**src/ppr_pkg.sv**
```systemverilog
package ppr_pkg;

   localparam int ChanBits    = 5;
   localparam int MapRegs     = 4;
   localparam int MapEntries  = 8;
   localparam int CsrIdxBits  = 3;
   localparam int CsrDataBits = 64;
   localparam int RowBits     = 6;

   localparam logic [CsrIdxBits-1:0] CSR_START_ROW  = 3'd0;
   localparam logic [CsrIdxBits-1:0] CSR_CHAN_MAP_A = 3'd1;
   localparam logic [CsrIdxBits-1:0] CSR_CHAN_MAP_B = 3'd2;
   localparam logic [CsrIdxBits-1:0] CSR_CHAN_MAP_C = 3'd3;
   localparam logic [CsrIdxBits-1:0] CSR_CHAN_MAP_D = 3'd4;

   localparam logic [39:0] FIELD_DEFAULTS = 40'hFF_00_FF_00_00;
   localparam logic [RowBits-1:0] ROW_LAST = 6'd63;

   typedef enum logic [2:0] {
      PH_LEAD = 3'd0,
      PH_NOTE = 3'd1,
      PH_INS  = 3'd2,
      PH_VOL  = 3'd3,
      PH_CMD  = 3'd4,
      PH_INFO = 3'd5
   } phase_type;

   typedef struct packed {
      logic [7:0] pattern_byte;
      logic       start_of_pattern;
   } req_type;

   typedef struct packed {
      logic               end_of_row;
      logic [RowBits-1:0] row_number;
      logic [6:0]         out_channel;
      logic [7:0]         note_value;
      logic [7:0]         instrument;
      logic [7:0]         volume;
      logic [7:0]         command;
      logic [7:0]         info;
   } rsp_type;

   typedef struct packed {
      logic    emit;
      rsp_type data;
   } step_type;

   // Phase that follows p for an event with the given presence flags.
   function automatic phase_type next_phase(input phase_type p, input logic [2:0] flags);
      phase_type q;
      begin
         q = PH_LEAD;
         case (p)
            PH_LEAD: q = flags[0] ? PH_NOTE : flags[1] ? PH_VOL : flags[2] ? PH_CMD : PH_LEAD;
            PH_NOTE: q = flags[0] ? PH_INS : flags[1] ? PH_VOL : flags[2] ? PH_CMD : PH_LEAD;
            PH_INS:  q = flags[1] ? PH_VOL : flags[2] ? PH_CMD : PH_LEAD;
            PH_VOL:  q = flags[2] ? PH_CMD : PH_LEAD;
            PH_CMD:  q = flags[2] ? PH_INFO : PH_LEAD;
            default: q = PH_LEAD;
         endcase
         return q;
      end
   endfunction

endpackage

```
**src/ppr_csr.sv**
```systemverilog
module ppr_csr (
   input  logic                           clock,
   input  logic                           reset,
   input  logic                           csr_we,
   input  logic [ppr_pkg::CsrIdxBits-1:0] csr_index,
   input  logic [ppr_pkg::CsrDataBits-1:0] csr_wdata,
   input  logic [ppr_pkg::ChanBits-1:0]   src_chan,
   output logic [7:0]                     map_entry,
   output logic [ppr_pkg::RowBits-1:0]    start_row
);
   import ppr_pkg::*;

   logic [CsrDataBits-1:0] chan_map_ff [MapRegs];
   logic [RowBits-1:0]     start_row_ff;
   logic [CsrDataBits-1:0] map_word;

   always_ff @(posedge clock) begin
      if (reset) begin
         start_row_ff <= '0;
         for (int i = 0; i < MapRegs; i++) begin
            chan_map_ff[i] <= '0;
         end
      end else if (csr_we) begin
         case (csr_index)
            CSR_START_ROW:  start_row_ff   <= csr_wdata[RowBits-1:0];
            CSR_CHAN_MAP_A: chan_map_ff[0] <= csr_wdata;
            CSR_CHAN_MAP_B: chan_map_ff[1] <= csr_wdata;
            CSR_CHAN_MAP_C: chan_map_ff[2] <= csr_wdata;
            CSR_CHAN_MAP_D: chan_map_ff[3] <= csr_wdata;
            default: ;
         endcase
      end
   end

   // Upper two channel bits pick the word, lower three pick the byte.
   assign map_word  = chan_map_ff[src_chan[4:3]];
   assign map_entry = map_word[{src_chan[2:0], 3'b000} +: 8];
   assign start_row = start_row_ff;

endmodule

```
**src/ppr_parser.sv**
```systemverilog
module ppr_parser (
   input  logic                        clock,
   input  logic                        reset,
   input  logic                        step,
   input  ppr_pkg::req_type            item,
   input  logic [7:0]                  map_entry,
   input  logic [ppr_pkg::RowBits-1:0] start_row,
   output ppr_pkg::step_type           result
);
   import ppr_pkg::*;

   phase_type          phase_ff, phase_in, cur_phase;
   logic [2:0]         flags_ff, flags_in, cur_flags;
   logic [7:0]         chan_ff, chan_in;
   logic [39:0]        fields_ff, fields_in, cur_fields;
   logic [RowBits-1:0] row_ff, row_in, cur_row;
   logic [7:0]         b;

   assign b = item.pattern_byte;

   // Start of pattern clears the parse state before the byte is used.
   always_comb begin
      cur_phase  = item.start_of_pattern ? PH_LEAD : phase_ff;
      cur_flags  = item.start_of_pattern ? 3'd0 : flags_ff;
      cur_fields = item.start_of_pattern ? FIELD_DEFAULTS : fields_ff;
      cur_row    = item.start_of_pattern ? '0 : row_ff;
   end

   // Next state.
   always_comb begin
      phase_in  = cur_phase;
      flags_in  = cur_flags;
      chan_in   = chan_ff;
      fields_in = cur_fields;
      row_in    = cur_row;
      case (cur_phase)
         PH_NOTE: fields_in[39:32] = b;
         PH_INS:  fields_in[31:24] = b;
         PH_VOL:  fields_in[23:16] = b;
         PH_CMD:  fields_in[15:8]  = b;
         PH_INFO: fields_in[7:0]   = b;
         default: begin
            if (b == 8'd0) begin
               if (cur_row != ROW_LAST) begin
                  row_in = cur_row + 1'b1;
               end
            end else begin
               flags_in  = b[7:5];
               chan_in   = map_entry;
               fields_in = FIELD_DEFAULTS;
            end
         end
      endcase
      if (cur_phase == PH_LEAD && b == 8'd0) begin
         phase_in = PH_LEAD;
      end else begin
         phase_in = next_phase(cur_phase, flags_in);
      end
   end

   // Outputs: an unmuted event result when the last byte of an event lands, or a
   // row terminator, in both cases only from the start row on.
   always_comb begin
      result.emit             = 1'b0;
      result.data.end_of_row  = 1'b0;
      result.data.row_number  = cur_row;
      result.data.out_channel = chan_in[6:0];
      {result.data.note_value, result.data.instrument, result.data.volume,
       result.data.command, result.data.info} = fields_in;
      if (cur_phase == PH_LEAD && b == 8'd0) begin
         result.emit             = cur_row >= start_row;
         result.data.end_of_row  = 1'b1;
         result.data.out_channel = '0;
         {result.data.note_value, result.data.instrument, result.data.volume,
          result.data.command, result.data.info} = FIELD_DEFAULTS;
      end else if (phase_in == PH_LEAD) begin
         result.emit = !chan_in[7] && (cur_row >= start_row);
      end
   end

   always_ff @(posedge clock) begin
      if (reset) begin
         phase_ff  <= PH_LEAD;
         flags_ff  <= '0;
         chan_ff   <= '0;
         fields_ff <= FIELD_DEFAULTS;
         row_ff    <= '0;
      end else if (step) begin
         phase_ff  <= phase_in;
         flags_ff  <= flags_in;
         chan_ff   <= chan_in;
         fields_ff <= fields_in;
         row_ff    <= row_in;
      end
   end

endmodule

```
**src/packed_pattern_row_decoder.sv**
```systemverilog
// Packed pattern row decoder: one pattern byte in per cycle, at most one word out.
// An accepted byte passes from the input register through the parse-to-result path
// into the result register.
// Throughput: one byte per cycle while the result register is free or being emptied.
// Reset (synchronous, active high) clears the parser, the row counter, the register
// settings and both valid flags; the block is ready as soon as reset is released.
module packed_pattern_row_decoder (
   input  logic                            clock,
   input  logic                            reset,
   input  logic                            req_valid,
   output logic                            req_ready,
   input  ppr_pkg::req_type                req_data,
   output logic                            rsp_valid,
   input  logic                            rsp_ready,
   output ppr_pkg::rsp_type                rsp_data,
   input  logic                            csr_we,
   input  logic [ppr_pkg::CsrIdxBits-1:0]  csr_index,
   input  logic [ppr_pkg::CsrDataBits-1:0] csr_wdata
);
   import ppr_pkg::*;

   // Input register holding one accepted pattern word.
   logic     in_valid_ff, in_valid_in;
   req_type  in_data_ff;

   // Result register facing the output channel.
   logic     rsp_valid_ff, rsp_valid_in;
   rsp_type  rsp_data_ff;

   logic               advance;
   logic               step;
   logic               req_fire;
   logic [7:0]         map_entry;
   logic [RowBits-1:0] start_row;
   step_type           result;

   // The input register can hand its word on whenever the result register
   // is empty or being emptied in this cycle.
   assign advance   = !rsp_valid_ff || rsp_ready;
   assign step      = in_valid_ff && advance;
   assign req_ready = !in_valid_ff || advance;
   assign req_fire  = req_valid && req_ready;

   ppr_csr u_csr (
      .clock     (clock),
      .reset     (reset),
      .csr_we    (csr_we),
      .csr_index (csr_index),
      .csr_wdata (csr_wdata),
      .src_chan  (in_data_ff.pattern_byte[ChanBits-1:0]),
      .map_entry (map_entry),
      .start_row (start_row)
   );

   ppr_parser u_parser (
      .clock     (clock),
      .reset     (reset),
      .step      (step),
      .item      (in_data_ff),
      .map_entry (map_entry),
      .start_row (start_row),
      .result    (result)
   );

   always_comb begin
      in_valid_in = in_valid_ff;
      if (req_fire) begin
         in_valid_in = 1'b1;
      end else if (advance) begin
         in_valid_in = 1'b0;
      end
   end

   // A step with no result still drains a word that was just taken.
   always_comb begin
      rsp_valid_in = rsp_valid_ff && !rsp_ready;
      if (step) begin
         rsp_valid_in = result.emit;
      end
   end

   always_ff @(posedge clock) begin
      if (reset) begin
         in_valid_ff  <= 1'b0;
         rsp_valid_ff <= 1'b0;
      end else begin
         in_valid_ff  <= in_valid_in;
         rsp_valid_ff <= rsp_valid_in;
      end
   end

   always_ff @(posedge clock) begin
      if (req_fire) begin
         in_data_ff <= req_data;
      end
      if (step && result.emit) begin
         rsp_data_ff <= result.data;
      end
   end

   assign rsp_valid = rsp_valid_ff;
   assign rsp_data  = rsp_data_ff;

endmodule

```
**config.mk**
```make
export PLATFORM = sky130hd
export DESIGN_NAME = packed_pattern_row_decoder
export DESIGN_NICKNAME = d
export VERILOG_FILES = /design/src/ppr_pkg.sv /design/src/ppr_csr.sv /design/src/ppr_parser.sv /design/src/packed_pattern_row_decoder.sv
export SDC_FILE = /design/constraint.sdc
export NUM_CORES = 1
export LEC_CHECK = 0
export ABC_AREA = 1
export BUFFER_PORTS_ARGS = -buffer_cell sky130_fd_sc_hd__buf_4
export CORE_MARGIN = 3
export CORE_UTILIZATION = 54
export DETAILED_ROUTE_END_ITERATION = 7
export PLACE_DENSITY = 0.76
export SLEW_MARGIN = 20
export SYNTH_ARGS = -nofsm -noshare
export SYNTH_HDL_FRONTEND = slang
export SYNTH_SLANG_ARGS = --single-unit
```
**constraint.sdc**
```tcl
create_clock -name clock -period 6.8 [get_ports clock]
set_clock_uncertainty 0.15 [all_clocks]
set_input_delay 1.36 -clock clock [delete_from_list [all_inputs] [get_ports clock]]
set_output_delay 1.36 -clock clock [all_outputs]
set_load 0.05 [all_outputs]
```
==> results of run 1 <==
[metrics by stage]
| step | hold WS [ns] | TNS (ns) | utilization [%] | cell area [um2] | setup WS, ns |
|---|---|---|---|---|---|
| floorplan | 0.278 | -67.18 | - | 17400 | -0.350 |
| global placement | 0.298 | 0 | 58.9 | 18600 | 2.82 |
| detailed placement | 0.309 | 0 | 58.9 | 18600 | 2.68 |
| CTS | 0.317 | 0 | 63.1 | 20000 | 2.66 |
| global route | 0.341 | 0 | 63.1 | 20000 | 2.34 |
| finish | 0.313 | 0 | 63.1 | 20000 | 2.69 |
[metal layers]
metal / wire length [um] / track usage (%) / vias up / share of wire (%)
li1: - / - / 6213 / -
met1: 17400 / 33.8 / 6204 / 40
met2: 21300 / 42.1 / 659 / 49
met3: 3720 / 3.69 / 121 / 8.5
met4: 1450 / 10.4 / 0 / 3.3
met5: 0 / 0 / - / 0
[area by class of cell]
type	instances	area [um2]
well taps	402	503
clock inverters	14	169
clock buffers	56	1160
repair buffers	159	1190
inverters	177	664
fillers	2564	11700
flip-flops and latches	389	11000
multi-input cells	1089	5290
[synthesized netlist by cell type, types with 3 or more instances]
cell type	n	area (um2)
nand2_2	3	18.8
edfxtp_1	319	9580
buf_2	19	95.1
o21ai_1	10	50.1
a211oi_1	9	67.6
nor2_2	5	31.3
o21bai_1	4	30.0
or2_2	3	18.8
o211ai_1	53	398
inv_1	168	631
o22ai_1	27	169
a32oi_1	16	140
dfxtp_1	70	1400
nor3_1	6	30.0
a21oi_1	55	275
o221ai_1	19	166
a22oi_1	3	22.5
clkbuf_1	80	300
inv_2	7	26.3
o21ai_0	174	871
nand2_1	135	507
a31oi_1	3	18.8
nor2_1	492	1850
buf_1	8	30.0
o31ai_1	3	22.5
nand4_1	5	31.3
buf_4	6	45.0
nand3_1	36	180
ha_1	7	87.6
o2111ai_1	3	26.3
nor2_4	3	33.8
[power groups by stage]
| stage | clock, W | sequential (W) | combinational [W] |
|---|---|---|---|
| floorplan | 0 | 0.00282 | 0.000337 |
| global placement | 0 | 0.00281 | 0.000510 |
| detailed placement | 0 | 0.00282 | 0.000522 |
| CTS | 0.00224 | 0.00277 | 0.000526 |
| global route | 0.00233 | 0.00278 | 0.000585 |
| finish | 0.00222 | 0.00277 | 0.000529 |
[cells by family after synthesis]
| kind of cell | count (synthesis) |
|---|---|
| compound gates | 383 |
| xor+xnor | 1 |
| fa+ha+maj | 7 |
| buf+inv | 291 |
| flops | 389 |
| simple gates | 698 |
[state kept, by name, summed over array words and instances, names as in the netlist, named ones only]
signal	cells
u_csr.chan_map_ff	256
rsp_data	54
u_parser.fields_ff	40
in_data_ff	9
u_parser.chan_ff	8
u_csr.start_row	6
u_parser.row_ff	6
u_parser.flags_ff	3
u_parser.phase_ff	3
in_valid_ff	1
rsp_valid	1
[worst max path at each step]
stage	from	endpoint	slack, ns	depth (start not counted)
finish	in_data_ff[0]	rsp_data[6]	2.69	12
global route	in_data_ff[0]	rsp_data[6]	2.34	12
CTS	in_data_ff[0]	rsp_data[6]	2.66	12
detailed placement	in_data_ff[0]	rsp_data[2]	2.68	12
global placement	in_data_ff[0]	rsp_data[1]	2.82	12
floorplan	csr_we	u_csr.chan_map_ff[1][0]	-0.35	4
[cells in the final DEF, fill, tap and decap left out, types with 7 or more instances in the layout]
cell type  instances
a211oi_1           9
a21oi_1           55
a32oi_1           16
buf_4            159
clkbuf_1           9
clkbuf_16         43
clkinv_1           7
dfxtp_1           68
edfxtp_1         319
ha_1               7
inv_1            167
inv_2              8
nand2_1          134
nand3_1           36
nor2_1           491
o211ai_1          53
o21ai_0          174
o21ai_1           10
o221ai_1          19
o22ai_1           27
[critical path, delay by kind of cell (launching register included)]
kind,cells,cell delay (ns)
buffers and inverters,6,2.18
AND/OR/NAND/NOR,5,0.90
AO/OA/AOI/OAI,1,0.10
flip-flops,1,0.33
==> results.py, run 1 <==
metrics = {
    "setup_path": {
        "timing.reg2reg.worst_path_depth": 12,
        "path_class": "reg2reg",
        "cp_common_cell": "nand2_1",
        "crit_chain": "buf_4 > inv_2 > nand2_1 > o21ai_0 > inv_1 > nand2_1 > nor2_2 > buf_4 > inv_1 > nand2_1 > nand2_1 > inv_2",
        "timing.reg2reg.setup_slack_ns": 2.69,
        "worst_path_max_delay_cell": "inv_2",
        "timing.critical_path.from_type": "flop",
        "crit_path_max_incr_delay_ns": 0.78,
        "critPathRequiredTime_ns": 6.79,
        "worstReg2RegEnd": "rsp_data[6]",
        "cp_max_fo": 54,
        "crit_path_end_kind": "flop",
        "crit-reg2reg-launch": "in_data_ff[0]",
        "crit_arrival_ns": 4.10,
    },
    "sta": {
        "final-hold-violation-count": 0,
        "finalCriticalPeriod_ns": 4.11,
        "grt_setup_unrepaired": "false",
        "fmax_ghz": 0.243,
        "least_margin_pin_slew_ns": 1.08,
        "post-route-period-util_pct": 60.5,
        "maxSlewViolCount": 0,
        "setup_viol_count_final": 0,
        "timing.slew.headroom_pct": 28.0,
    },
    "yosys": {
        "synth_top_family_by_area": "simple AND/OR/NAND/NOR gates",
        "yosys_cell_types": 45,
        "mappedNetlistArea_um2": 17400,
        "yosys-mux-area-fraction_pct": 0,
        "synth_simple_gate_area_share_pct": 16.3,
        "synth_enable_flop_cells": 319,
        "ys_seq_area_share_pct": 63.2,
        "postSynthRegisterBits": 389,
        "dominantRegCellSynth": "edfxtp_1",
        "synthesis.instances": 1769,
        "fraction_of_the_mapped_netlist_area_in_compound_gates_pct": 13.3,
        "post_synth_fa_ha_maj_area_fraction_pct": 0.504,
        "total_of_warnings_raised_by_yosys": 0,
        "postSynthNetCount": 1857,
        "synthXorXnorAreaFrac_pct": 0.0504,
        "avgSynthCellArea_um2": 9.82,
        "async_reset_ff_share_pct": 0,
    },
    "power": {
        "total_switching_power_w": 0.00132,
        "p_comb_share_pct": 9.6,
        "leakage_nw": 8.05,
        "proportion_of_total_power_due_to_net_switching_pct": 24.0,
        "total_power_w": 0.00551,
        "powerDensity_nw_per_um2": 276,
        "power.clock.fraction_pct": 40.2,
        "seq_power_share_pct": 50.2,
        "ir_drop_uv": 182,
        "cellInternalPower_w": 0.00419,
    },
    "clock_tree": {
        "tritoncts.num_buffers": 41,
        "post-cts-setup-buffer-count": 0,
        "clock_path_buffers": 3,
        "clock-root-buffer": "clkbuf_16",
        "worstSkewPairLatency_ns": 0.54,
        "clock_tree.htree_level_count": 2,
        "clk_transition_reported_paths_ns": 0.06,
        "tritoncts": "done",
        "cts_hold_repair.buffers": 0,
        "post_cts_resized": 0,
        "clkSinkCount": 389,
    },
    "drt": {
        "ant_nets": 0,
        "drt_iter0_drc": 1447,
        "via_per_inst": 5.77,
        "drt-total-wl_mm": 43.8,
        "vias": 13200,
        "post-route-drc-count": 0,
        "avgRoutedWirePerCell_um": 19.2,
        "firstDrtPassIters": 5,
    },
    "floorplan": {
        "die_height_um": 185,
        "die-width_um": 185,
        "die-area_um2": 34400,
        "num_io_pins": 137,
        "initial_utilization_pct": 54.9,
        "rows": 65,
        "floorplan.core_area_um2": 31600,
    },
    "place": {
        "place_congestion": 0.862,
        "placed_cells_incl_taps": 2216,
        "hpwlAfterDp_mm": 25.7,
        "numPortBuffers": 136,
    },
    "grt": {
        "grt_max_degree": 75,
        "grt_pass1_wl_mm": 68.3,
        "grt_pass1_vias": 12900,
        "gr-usage-all-layers_pct": 25.4,
        "antenna_found_initial": 0,
        "gr-total-overflow": 0,
    },
    "outcome": {
        "status": "finished, final reports clean",
    },
    "finish": {
        "antennaDiodeCount": 0,
        "final_layout_size_suffix_gt1_share_pct": 13.5,
        "layout.cells.non_filler": 2286,
        "area_growth_syn_to_layout_pct": 15.0,
        "nNetsFinal": 1945,
    },
    "min_path": {
        "worst_hold_startpoint": "u_csr.start_row[4]",
        "holdCritPathClass": "reg2reg",
        "hold_path_depth": 2,
        "whs_endpoint": "u_csr.start_row[4]",
    },
    "job": {
        "count_of_maximum_capacitance_violations": 0,
    },
}
(Power assumes the default switching activity.)
==> run 2: changes to the inputs <==
==> constraint.sdc (replaced) <==
create_clock -name clock -period 3.32 [get_ports clock]
set_clock_uncertainty 0.15 [all_clocks]
set_input_delay 0.664 -clock clock [delete_from_list [all_inputs] [get_ports clock]]
set_output_delay 0.664 -clock clock [all_outputs]
set_load 0.05 [all_outputs]
==> run 2 against run 1 <==
Net effect:
- design area increased by 1.4%
- final cell count is 1.2% higher
- first-iteration DRC count decreased by 7.0%
- wire length rose by 0.51%
- setup slack worse by 2.4 ns
- hold slack lost 0.15 ns
- core utilization grew 0.88 points
- sequential power up 100%
- critical path type unchanged
- critical path depth up 4
==> results.py, run 2 (same netlist as run 1, synthesis figures left out) <==
metrics = {
    "outcome": {
        "status": "finished, final reports clean",
    },
    "sta": {
        "setup-tns-final_ns": 0,
        "setup_viol_count_final": 0,
        "least_margin_pin_slew_ns": 1.06,
        "fmax_ghz": 0.334,
        "maxSlewViolCount": 0,
        "grt_setup_unrepaired": "false",
        "final-hold-violation-count": 0,
        "timing.slew.headroom_pct": 29.0,
        "post-route-period-util_pct": 90.3,
        "finalCriticalPeriod_ns": 3.00,
    },
    "clock_tree": {
        "clkSinkCount": 389,
        "clock-root-buffer": "clkbuf_16",
        "post-cts-setup-buffer-count": 0,
        "clock_tree.htree_level_count": 2,
        "worstSkewPairLatency_ns": 0.54,
        "cts_hold_repair.buffers": 0,
        "clock_path_buffers": 3,
        "clk_transition_reported_paths_ns": 0.06,
        "post_cts_resized": 0,
        "tritoncts.num_buffers": 41,
        "tritoncts": "done",
    },
    "grt": {
        "gr-usage-all-layers_pct": 25.5,
        "antenna_found_initial": 0,
        "gr-total-overflow": 0,
        "grt_pass1_wl_mm": 68.5,
        "grt_max_degree": 80,
        "grt_pass1_vias": 12800,
    },
    "setup_path": {
        "timing.critical_path.from_type": "flop",
        "critPathRequiredTime_ns": 3.42,
        "cp_common_cell": "nand2_1",
        "cp_max_fo": 48,
        "crit_chain": "inv_2 > buf_4 > o21ai_0 > nand3_1 > nand2_1 > nand2_1 > nand2_1 > nor2_1 > nand2_1 > nand2_1 > nor2_1 > nand2_1 > nand2_1 > nand2_1 > clkinvlp_4 > buf_12",
        "timing.reg2reg.worst_path_depth": 16,
        "crit_arrival_ns": 3.10,
        "crit_path_end_kind": "flop",
        "worst_path_max_delay_cell": "dfxtp_4",
        "crit_path_max_incr_delay_ns": 0.42,
        "path_class": "reg2reg",
    },
    "finish": {
        "multi_input_area_um2": 5290,
        "final_layout_size_suffix_gt1_share_pct": 14.7,
        "mostFrequentLayoutCell": "nor2_1",
        "largest_register_ff_count": 256,
        "layout.area.seq_um2": 11000,
        "fill_cells": 2483,
        "most-common-layout-cells": "nor2_1, edfxtp_1, o21ai_0, buf_4, inv_1",
        "layout.cells.non_filler": 2313,
        "nNetsFinal": 1970,
        "antennaDiodeCount": 0,
        "area_growth_syn_to_layout_pct": 16.6,
        "register_with_the_highest_flop_count": "u_csr.chan_map_ff",
    },
    "power": {
        "powerDensity_nw_per_um2": 549,
        "total_power_w": 0.0111,
        "power.clock.fraction_pct": 38.9,
        "proportion_of_total_power_due_to_net_switching_pct": 24.6,
        "total_switching_power_w": 0.00274,
        "cellInternalPower_w": 0.00838,
        "leakage_nw": 8.18,
        "p_comb_share_pct": 10.2,
        "ir_drop_uv": 489,
        "seq_power_share_pct": 50.9,
    },
    "drt": {
        "post-route-drc-count": 0,
        "vias": 13300,
        "met3RoutedLength_mm": 3.61,
        "highest_layer": "met4",
        "ant_nets": 0,
        "avgRoutedWirePerCell_um": 19.0,
        "route.layer.met1.wl_mm": 17.8,
        "firstDrtPassIters": 6,
        "drt_iter0_drc": 1346,
        "via_per_inst": 5.74,
        "drt-total-wl_mm": 44.1,
        "met2_length_mm": 21.2,
    },
    "floorplan": {
        "die-width_um": 185,
        "initial_utilization_pct": 54.9,
        "num_io_pins": 137,
        "floorplan.core_area_um2": 31600,
        "die_height_um": 185,
        "rows": 65,
        "die-area_um2": 34400,
    },
    "place": {
        "hpwlAfterDp_mm": 26.2,
        "numPortBuffers": 136,
        "placed_cells_incl_taps": 2241,
        "place_congestion": 0.902,
    },
    "min_path": {
        "hold_path_depth": 1,
        "holdCritPathClass": "in2reg",
    },
    "job": {
        "count_of_maximum_capacitance_violations": 0,
    },
}
## run 2: stage by stage
step	hold WS, ns	setup slack, ns	instance area, um2	util, %
finish	0.164	0.323	20300	64.0
floorplan	0.278	-1.15	17400	-
global route	0.145	0.100	20300	64.0
detailed placement	0.312	0.359	19000	60.0
global placement	0.296	0.397	19000	60.0
CTS	0.150	0.343	20300	64.0
## run 2: per-layer routing
metal,vias to the layer above,GRT usage [%]
li1,6261,-
met1,6273,33.8
met2,637,42.9
met3,108,3.89
met4,0,9.48
met5,-,0
## run 2: power groups by stage
stage	clock network [W]	registers (W)	logic, W
CTS	0.00437	0.00565	0.00113
global placement	0	0.00575	0.00110
finish	0.00432	0.00566	0.00114
floorplan	0	0.00576	0.000694
detailed placement	0	0.00576	0.00113
global route	0.00456	0.00568	0.00126
## run 2: final cells by class
class	instances	share of cell area (%)
flip-flops and latches	389	54.2
multi-input cells	1089	26.1
repair buffers	184	7.62
clock buffers	50	5.28
inverters	177	3.30
well taps	402	2.48
clock inverters	22	0.927
## run 2: critical path: cells and delay by family, from the launching register on
kind	cells	cell delay (ns)
DFF	1	0.42
and+or+nand+nor	11	0.84
AOI/OAI and AO/OA	1	0.11
buffers and inverters	4	1.12
## run 2: worst paths after layout
check,start,to,slack (ns)
worst max-delay path,flop,rsp_data[1],0.32
worst min-delay path,req_data[7],in_data_ff[7],0.16
worst max register to register,flop,rsp_data[1],0.32
worst min register to register,u_csr.start_row[0],u_csr.start_row[0],0.32
